==> src/kbr_pkg.sv <==
package kbr_pkg;

  typedef enum logic [1:0] {
    ST_IDLE,
    ST_READ,
    ST_SEND
  } state_t;

  localparam logic [1:0] REQ_CHAR = 2'd0;
  localparam logic [1:0] REQ_KEY  = 2'd1;
  localparam logic [1:0] REQ_CMD  = 2'd2;

  localparam logic [15:0] CMD_CLEAR   = 16'd0;
  localparam logic [15:0] CMD_POP     = 16'd1;
  localparam logic [15:0] CMD_SET_MSG = 16'd3;

  localparam logic [20:0] PRINT_LOW = 21'h20;
  localparam logic [20:0] PRINT_END = 21'h7f;

  typedef struct packed {
    logic accept;
    logic capture;
  } ctrl_cmd_t;

  typedef struct packed {
    logic is_pop;
  } dp_status_t;

endpackage

==> src/kbr_ram.sv <==
module kbr_ram #(
  parameter int WIDTH = 8,
  parameter int DEPTH = 16
) (
  input  logic                     clk,
  input  logic                     we,
  input  logic [$clog2(DEPTH)-1:0] waddr,
  input  logic [WIDTH-1:0]         wdata,
  input  logic [$clog2(DEPTH)-1:0] raddr,
  output logic [WIDTH-1:0]         rdata
);

  logic [WIDTH-1:0] mem [DEPTH];

  always_ff @(posedge clk) begin
    if (we) begin
      mem[waddr] <= wdata;
    end
    rdata <= mem[raddr];
  end

endmodule

==> src/kbr_ctrl.sv <==
module kbr_ctrl (
  input  logic                clk,
  input  logic                rst,
  input  logic                in_valid,
  output logic                in_stall,
  output logic                out_valid,
  input  logic                out_stall,
  input  kbr_pkg::dp_status_t status,
  output kbr_pkg::ctrl_cmd_t  cmd
);

  kbr_pkg::state_t state;
  kbr_pkg::state_t state_next;

  always_ff @(posedge clk) begin
    if (rst) begin
      state <= kbr_pkg::ST_IDLE;
    end else begin
      state <= state_next;
    end
  end

  always_comb begin
    state_next = state;
    case (state)
      kbr_pkg::ST_IDLE: begin
        if (in_valid) begin
          state_next = status.is_pop ? kbr_pkg::ST_READ : kbr_pkg::ST_SEND;
        end
      end
      kbr_pkg::ST_READ: begin
        state_next = kbr_pkg::ST_SEND;
      end
      kbr_pkg::ST_SEND: begin
        if (!out_stall) begin
          state_next = kbr_pkg::ST_IDLE;
        end
      end
      default: begin
        state_next = kbr_pkg::ST_IDLE;
      end
    endcase
  end

  always_comb begin
    in_stall    = 1'b1;
    out_valid   = 1'b0;
    cmd.accept  = 1'b0;
    cmd.capture = 1'b0;
    case (state)
      kbr_pkg::ST_IDLE: begin
        in_stall   = 1'b0;
        cmd.accept = in_valid;
      end
      kbr_pkg::ST_READ: begin
        cmd.capture = 1'b1;
      end
      kbr_pkg::ST_SEND: begin
        out_valid = 1'b1;
      end
      default: begin
        in_stall = 1'b1;
      end
    endcase
  end

endmodule

==> src/kbr_datapath.sv <==
module kbr_datapath #(
  parameter int RING_DEPTH = 16
) (
  input  logic                clk,
  input  logic                rst,
  input  kbr_pkg::ctrl_cmd_t  cmd,
  output kbr_pkg::dp_status_t status,
  input  logic [1:0]          req_type,
  input  logic [20:0]         char_code,
  input  logic [7:0]          key_code,
  input  logic [15:0]         a_reg,
  input  logic [15:0]         b_reg,
  output logic                c_write,
  output logic [7:0]          c_value,
  output logic                irq_fire,
  output logic [15:0]         irq_message
);

  localparam int IDX_W = $clog2(RING_DEPTH);
  localparam logic [IDX_W-1:0] LAST_IDX = IDX_W'(RING_DEPTH - 1);

  logic [IDX_W-1:0]      write_index;
  logic [IDX_W-1:0]      read_index;
  logic [15:0]           interrupt_message;
  logic [RING_DEPTH-1:0] slot_valid;
  logic                  pop_valid;
  logic [7:0]            ram_rdata;

  logic       do_enq;
  logic       do_pop;
  logic       do_clear;
  logic       do_set;
  logic [7:0] enq_code;
  logic       char_ok;

  always_comb begin
    char_ok  = (char_code >= kbr_pkg::PRINT_LOW) && (char_code < kbr_pkg::PRINT_END);
    do_enq   = 1'b0;
    do_pop   = 1'b0;
    do_clear = 1'b0;
    do_set   = 1'b0;
    enq_code = key_code;
    case (req_type)
      kbr_pkg::REQ_CHAR: begin
        do_enq   = char_ok;
        enq_code = char_code[7:0];
      end
      kbr_pkg::REQ_KEY: begin
        do_enq = (key_code != 8'd0);
      end
      kbr_pkg::REQ_CMD: begin
        do_clear = (a_reg == kbr_pkg::CMD_CLEAR);
        do_pop   = (a_reg == kbr_pkg::CMD_POP);
        do_set   = (a_reg == kbr_pkg::CMD_SET_MSG);
      end
      default: begin
        do_enq = 1'b0;
      end
    endcase
  end

  assign status.is_pop = do_pop;

  kbr_ram #(
    .WIDTH(8),
    .DEPTH(RING_DEPTH)
  ) u_ring (
    .clk  (clk),
    .we   (cmd.accept && do_enq),
    .waddr(write_index),
    .wdata(enq_code),
    .raddr(read_index),
    .rdata(ram_rdata)
  );

  always_ff @(posedge clk) begin
    if (rst) begin
      write_index       <= '0;
      read_index        <= '0;
      interrupt_message <= '0;
      slot_valid        <= '0;
    end else if (cmd.accept) begin
      if (do_enq) begin
        slot_valid[write_index] <= 1'b1;
        write_index <= (write_index == LAST_IDX) ? '0 : write_index + 1'b1;
      end
      if (do_pop) begin
        slot_valid[read_index] <= 1'b0;
        read_index <= (read_index == LAST_IDX) ? '0 : read_index + 1'b1;
      end
      if (do_clear) begin
        slot_valid  <= '0;
        write_index <= '0;
        read_index  <= '0;
      end
      if (do_set) begin
        interrupt_message <= b_reg;
      end
    end
  end

  always_ff @(posedge clk) begin
    if (cmd.accept) begin
      pop_valid   <= slot_valid[read_index];
      c_write     <= do_pop;
      c_value     <= 8'd0;
      irq_fire    <= do_enq && (interrupt_message != 16'd0);
      irq_message <= do_enq ? interrupt_message : 16'd0;
    end else if (cmd.capture) begin
      c_value <= pop_valid ? ram_rdata : 8'd0;
    end
  end

endmodule

==> src/keyboard_event_ring_device.sv <==
// Keyboard event ring device.
// Input channel (in_valid/in_stall) carries one request: a text character,
// a special key code, or a host command (clear, pop, set message).
// Output channel (out_valid/out_stall) returns exactly one result per
// request: c_write/c_value for a pop, irq_fire/irq_message for a queued key.
// A result is valid in the cycle after the request is taken; a pop passes
// through ST_READ first, which waits on the registered read of the ring RAM.
// The controller handles one request at a time and takes no new request
// until the result of the last one has been taken.
// Reset clears the pointers, the slot valid bits (every slot reads zero)
// and the interrupt message (interrupts disabled); no clearing pass runs.
// While a result is presented and out_stall is high, the result and all
// state hold and in_stall stays high.
module keyboard_event_ring_device #(
  parameter int RING_DEPTH = 16
) (
  input  logic        clk,
  input  logic        rst,
  input  logic        in_valid,
  output logic        in_stall,
  input  logic [1:0]  req_type,
  input  logic [20:0] char_code,
  input  logic [7:0]  key_code,
  input  logic [15:0] a_reg,
  input  logic [15:0] b_reg,
  output logic        out_valid,
  input  logic        out_stall,
  output logic        c_write,
  output logic [7:0]  c_value,
  output logic        irq_fire,
  output logic [15:0] irq_message
);

  kbr_pkg::ctrl_cmd_t  cmd;
  kbr_pkg::dp_status_t status;

  kbr_ctrl u_ctrl (
    .clk      (clk),
    .rst      (rst),
    .in_valid (in_valid),
    .in_stall (in_stall),
    .out_valid(out_valid),
    .out_stall(out_stall),
    .status   (status),
    .cmd      (cmd)
  );

  kbr_datapath #(
    .RING_DEPTH(RING_DEPTH)
  ) u_datapath (
    .clk        (clk),
    .rst        (rst),
    .cmd        (cmd),
    .status     (status),
    .req_type   (req_type),
    .char_code  (char_code),
    .key_code   (key_code),
    .a_reg      (a_reg),
    .b_reg      (b_reg),
    .c_write    (c_write),
    .c_value    (c_value),
    .irq_fire   (irq_fire),
    .irq_message(irq_message)
  );

endmodule

==> config.mk <==
export PLATFORM = sky130hd
export DESIGN_NAME = keyboard_event_ring_device
export DESIGN_NICKNAME = d
export VERILOG_FILES = /design/src/kbr_pkg.sv /design/src/kbr_ram.sv /design/src/kbr_ctrl.sv /design/src/kbr_datapath.sv /design/src/keyboard_event_ring_device.sv
export SDC_FILE = /design/constraint.sdc
export NUM_CORES = 1
export LEC_CHECK = 0
export BUFFER_PORTS_ARGS = -buffer_cell sky130_fd_sc_hd__buf_2
export CAP_MARGIN = 25
export CORE_AREA = 2 2 123 125
export DETAILED_ROUTE_END_ITERATION = 7
export DIE_AREA = 0 0 125 127
export GPL_ROUTABILITY_DRIVEN = 0
export PLACE_DENSITY = 0.8
export SYNTH_ARGS = -nofsm -noshare
export SYNTH_HDL_FRONTEND = slang
export SYNTH_SLANG_ARGS = --single-unit
export TNS_END_PERCENT = 20
==> constraint.sdc <==
create_clock -name clk -period 3.6 [get_ports clk]
set_input_delay 0.18 -clock clk [delete_from_list [all_inputs] [get_ports clk]]
set_output_delay 0.18 -clock clk [all_outputs]
set_load 0.005 [all_outputs]
* Word level (Yosys, flattened, before mapping)
Memories as Yosys holds them, arrays and structs flattened. A register that Yosys moved wholly into a read port is not among the register bits.
Index checks and enable logic that the tools add are counted.
** Cells by class
- Add/sub/neg operators :: 2
- Order comparisons :: 6
- Equal/unequal tests :: 10
- Muxes and demuxes :: 33
- Bitwise operators :: 3
- Reductions and logical operators :: 16
** Operators by type and width (number)
- 16-bit 2-to-1 mux :: 5
- 4-bit 2-to-1 mux :: 6
- 21-bit by 6-bit greater-or-equal comparator with 1-bit output (second input constant) :: 1
- 21-bit by 7-bit < comparator with 1-bit output (second input constant) :: 1
- 16-bit bitwise AND :: 1
- 16-bit by 1-bit equality test with 1-bit output (second input constant) :: 1
- 16-bit by 2-bit equality test with 1-bit output (second input constant) :: 1
- 16-bit logical NOT :: 1
- 8-bit 2-to-1 mux :: 2
- 16-bit inverter :: 1
- 16-bit OR :: 1
- 16-bit nonzero test :: 1
- 1-bit 2-to-1 mux :: 12
- 4-bit by 5-bit < comparator with 1-bit output (second input constant) :: 2
- 4-bit by 1-bit adder with 4-bit output (second input constant) :: 2
- 1-bit demux with 4-bit select :: 2
- 4-bit equality test (second input constant) :: 2
- 4-bit by 1-bit greater-or-equal comparator with 1-bit output (second input constant) :: 2
- 2-bit AND reduction :: 4
- 8-bit nonzero test :: 1
- 2-bit 2-to-1 mux :: 3
- 2-bit one-hot mux with 3 select lines :: 1
- 1-bit logical AND :: 5
- 1-bit binary-select mux with 4-bit select :: 1
- other kinds (6) :: 11
** Storage, ports and cells
- Flip-flop bits (word level) :: 69
- RAM bits :: 128
- Bits of input ports :: 67
- Output and inout bits :: 28
- Word-level logic and storage cells :: 81
- Memories kept :: 1
** Memories
- u_datapath.u_ring.mem :: depth 16, width 8, read ports 1, clocked after memory_dff 1, write ports 1, line kbr_ram.sv:13 : logic [WIDTH-1:0] mem [DEPTH];

* Depth between registers and ports, before layout
- Word-level depth :: 11
- Mapped depth :: 8
- Mapped depth without buffers :: 6

* Hierarchy
From an unflattened synthesis, not the netlist that was laid out.
** Second synthesis, totals
- Cells, all modules :: 615
- Area, all modules :: 8718.4 um2
** By module, submodules not included
- kbr_ram :: times used 1, cells an instance 229, area an instance 5147.4 um2, seq. area each 4003.8 um2
- kbr_datapath :: times used 1, cells an instance 374, area an instance 3462.1 um2, seq. area each 1531.5 um2
- kbr_ctrl :: times used 1, cells an instance 12, area an instance 108.9 um2, seq. area each 40.0 um2

* Worst setup path after synthesis
No wires, ideal clock.
- Path type :: reg-to-reg
- From :: reg u_ctrl.state[1]
- To :: mem u_datapath.u_ring.mem[0][0], enable pin
- Setup time :: 0.383 ns
- Arrival time :: 2.546 ns
- Required time :: 3.217 ns
- Slack :: 0.670 ns
- Cell stages (with the launch flop) :: 7
- Path buffers :: 1
- Period minus slack after synthesis :: 2.930 ns
- Cell sequence :: dfxtp_1 > nor2_1 > nand2_1 > inv_1 > clkbuf_1 > nand3_1 > nor3_1
** RTL lines
- start, declared :: line kbr_ctrl.sv:12 : kbr_pkg::state_t state;
- start signal, assigned :: line kbr_ctrl.sv:17 : state <= kbr_pkg::ST_IDLE;
- start signal, assigned :: line kbr_ctrl.sv:19 : state <= state_next;
- end, declared :: line kbr_ram.sv:13

* Worst setup path after layout
- From :: reg u_ctrl.state[1]
- To :: mem u_datapath.u_ring.mem[12][0], enable pin
** On the way
- Cells in the longest elaborated chain, start to end :: 5
** Ends and longest elaborated chain
- 2-bit logical NOT :: line kbr_ctrl.sv:50 : case (state)
- 1-bit 2-to-1 mux :: line kbr_ctrl.sv:50
- 1-bit logical AND :: line kbr_datapath.sv:69 : .we (cmd.accept && do_enq),
- 1-bit 2-to-1 mux :: line kbr_ram.sv:16 : if (we) begin
- 1-bit 2-to-1 mux (not written as such) :: line kbr_ram.sv:17 : mem[waddr] <= wdata;
No other way between the ends.

==> results.json <==
{
  "grt_pass1_wl_um": 27900,
  "relSlewSlack_pct": 35.5,
  "clk_pin_slew_ps": 60,
  "cp-start-kind": "register",
  "seqCellArea_um2": 5580,
  "cp_top_family": "simple AND/OR/NAND/NOR gates",
  "synth-edff-count": 147,
  "netlist.area_leader.share_pct": 53.0,
  "row_count": 44,
  "maxSlewViolCount": 0,
  "worstPathCellList": "nor2_1 > nand2_1 > inv_1 > nand3_1 > nor2_1",
  "leakagePower_nw": 3.40,
  "post_cts.repair.setup_buffers": 0,
  "syn-num-nets": 598,
  "die_h_um": 127,
  "initial_utilization_pct": 57.7,
  "status": "finished, final reports clean",
  "htree_levels": 1,
  "drc": 0,
  "area_growth_pct": 18.2,
  "drv_cap": 0,
  "worstPathArrival_ps": 2460,
  "fin_ws_ps": 1260,
  "drtPass1Iterations": 5,
  "skew_ps": 18.5,
  "synth_area_um2": 8330,
  "synth_top_family_by_area": "multiplexers",
  "grt_start_max_net_pins": 42,
  "synth-xor-area-share_pct": 0,
  "final_core_util_pct": 68.3,
  "synth_simple_gate_area_share_pct": 9.42,
  "clock-sinks": 205,
  "ctsHoldBuffers": 17,
  "ctsLongestPathBuffers": 3,
  "wl_per_cell_um": 21.6,
  "max_freq_mhz": 427,
  "synth_cell_types": 50,
  "period_share_pct": 65.0,
  "powerDensity_nw_per_um2": 500,
  "finish.net_count": 712,
  "die_w_um": 125,
  "cts_resized": 0,
  "critPathKind": "reg -> reg",
  "swShare_pct": 20.3,
  "crit_fanout": 8,
  "drt_iter0_drc": 566,
  "worstMarginPinSlew_ps": 964,
  "vdd_drop_max_v": 0.000338,
  "final_antenna_net_count": 0,
  "cp.required_ps": 3720,
  "whs_ps": 22.5,
  "pwr-share-comb_pct": 3.9,
  "synth_compound_area_share_pct": 5.32,
  "min_period_ps": 2340,
  "clkLatencyLatePin_ps": 500,
  "setup_viol": 0,
  "synth_fa_ha_area_share_pct": 1.20,
  "multi_input_area_um2": 2600,
  "rsz0062_at_grt": "false",
  "crit_top_cell": "nor2_1",
  "layout_common_cells": "edfxtp_1 (147), buf_2 (94), dfxtp_1 (57)",
  "seqPwrFrac_pct": 52.1,
  "cp-end-kind": "register",
  "syn_inst": 523,
  "clkPwrFrac_pct": 44.0,
  "wl_um": 18000,
  "tritoncts": "done",
  "hp-class": "in -> reg",
  "antenna_found_initial": 1,
  "hpwl_um": 11200,
  "numPortBuffers": 94,
  "viasPerCell": 6.12,
  "yosys.area.top_type": "edfxtp_1",
  "syn_avg_cell_area_um2": 15.9,
  "fillers": 964,
  "critPathSlowestCell": "nor2_1",
  "seq_area_frac_synth_pct": 66.9,
  "layout_commonest_cell": "edfxtp_1",
  "root_buffer": "clkbuf_16",
  "critical_path.max_stage_delay_ps": 630,
  "finalSetupTns_ps": 0,
  "stdcell_count": 837,
  "grtUsageTotal_pct": 22.6,
  "async_flop_share_pct": 0,
  "finalHoldViolations": 0,
  "num_io_pins": 95,
  "ys.flop_type": "edfxtp_1",
  "synth_warnings": 0,
  "place_ws_ps": 1100,
  "dieArea_um2": 15900,
  "synth_seq_cells": 205,
  "switching_power_mw": 1.00,
  "dpl.cell_count": 781,
  "via_count": 5122,
  "grt_pass1_vias": 5132,
  "drive_above_1_share_pct": 30.5,
  "ys_top_cells_by_area": "edfxtp_1 (53%), dfxtp_1 (14%), mux4_2 (12%)",
  "muxShareOfSynthArea_pct": 15.2,
  "cts_made_buffers": 21,
  "path_buf_inv": 1,
  "core_area_um2": 14400,
  "power.internal_mw": 3.92,
  "grt_overflow": 0
}
==> Yosys cell counts (2+ instances only) <==
cell and n:
edfxtp_1 147, dfxtp_1 58, mux4_2 45, nor2_1 31
nand2_1 22, clkbuf_1 21, and2_1 19, a21oi_1 17
nor3_1 17, mux2i_1 16, nand3_1 13, inv_1 10
a22o_1 9, nor4_1 9, ha_1 8, mux2_2 8
a41oi_1 7, buf_2 6, o21ai_0 6, and4_1 5
nand4_1 5, a31oi_1 4, nor2b_1 4, a21boi_0 3
o221a_1 3, and3_1 2, nand2b_1 2, nor4_2 2
o21a_1 2, or3_1 2
==> per-layer routing <==
layer  wire length (µm)  vias up  global-route usage, %
met5                  0        -                      0
met4                351        0                   6.01
met3               1460       31                   3.10
met2               8980      318                   38.2
met1               7240     2482                   31.5
li1                   -     2291                      -
==> worst paths after layout <==
| path | depth (start not counted) | startpoint | slack (ps) | end |
|---|---|---|---|---|
| max reg2reg | 5 | u_ctrl.state[1] | 1260 | u_datapath.u_ring.mem[12][0] |
| min reg2reg | 1 | u_datapath.u_ring.rdata[2] | 450 | u_datapath.c_value[2] |
| max | 5 | u_ctrl.state[1] | 1260 | u_datapath.u_ring.mem[12][0] |
| min | 3 | in_valid | 20 | u_ctrl.state[1] |
==> state kept, by name, indices dropped and copies added, names as in the netlist <==
| name | count |
|---|---|
| u_datapath.u_ring.rdata | 8 |
| u_datapath.u_ring.mem | 128 |
| u_datapath.write_index | 4 |
| u_datapath.slot_valid | 16 |
| u_datapath.read_index | 4 |
| u_datapath.c_write | 1 |
| u_datapath.interrupt_message | 16 |
| u_datapath.c_value | 8 |
| u_datapath.irq_fire | 1 |
| u_ctrl.state | 2 |
| u_datapath.pop_valid | 1 |
| u_datapath.irq_message | 16 |
==> worst min-delay path, cell delays in order <==
cell and delay, ps:
buf_2 130, nand2_1 60, a221oi_1 70
==> power groups by stage <==
stage	clock network (mW)	registers [mW]	logic, mW
CTS	2.19	2.56	0.189
finish	2.16	2.56	0.192
global route	2.28	2.57	0.209
floorplan	0	2.61	0.0806
global placement	0	2.61	0.167
detailed placement	0	2.62	0.174
==> per-stage QoR <==
stage                     cell area (µm²)  total power [mW]
after global routing                 9850              5.05
after detailed placement             8990              2.79
after global placement               8990              2.78
after floorplan                      8330              2.70
final                                9850              4.92
after CTS                            9840              4.94
==> cells by family after synthesis <==
kind of cell | Yosys count
compound gates | 62
fa+ha+maj | 8
buf+inv | 40
flops | 205
mux | 69
simple gates | 139
==> final cells by class <==
| class | count | area share, % |
|---|---|---|
| timing repair buffer | 120 | 7.19 |
| inverter | 11 | 0.419 |
| clock buffer | 23 | 5.41 |
| tap | 184 | 2.34 |
| clock inverter | 15 | 1.56 |
| sequential | 205 | 56.6 |
| antenna | 1 | 0.0254 |
| multi-input combinational | 278 | 26.4 |
No activity file was read; power rests on OpenSTA's default activity.
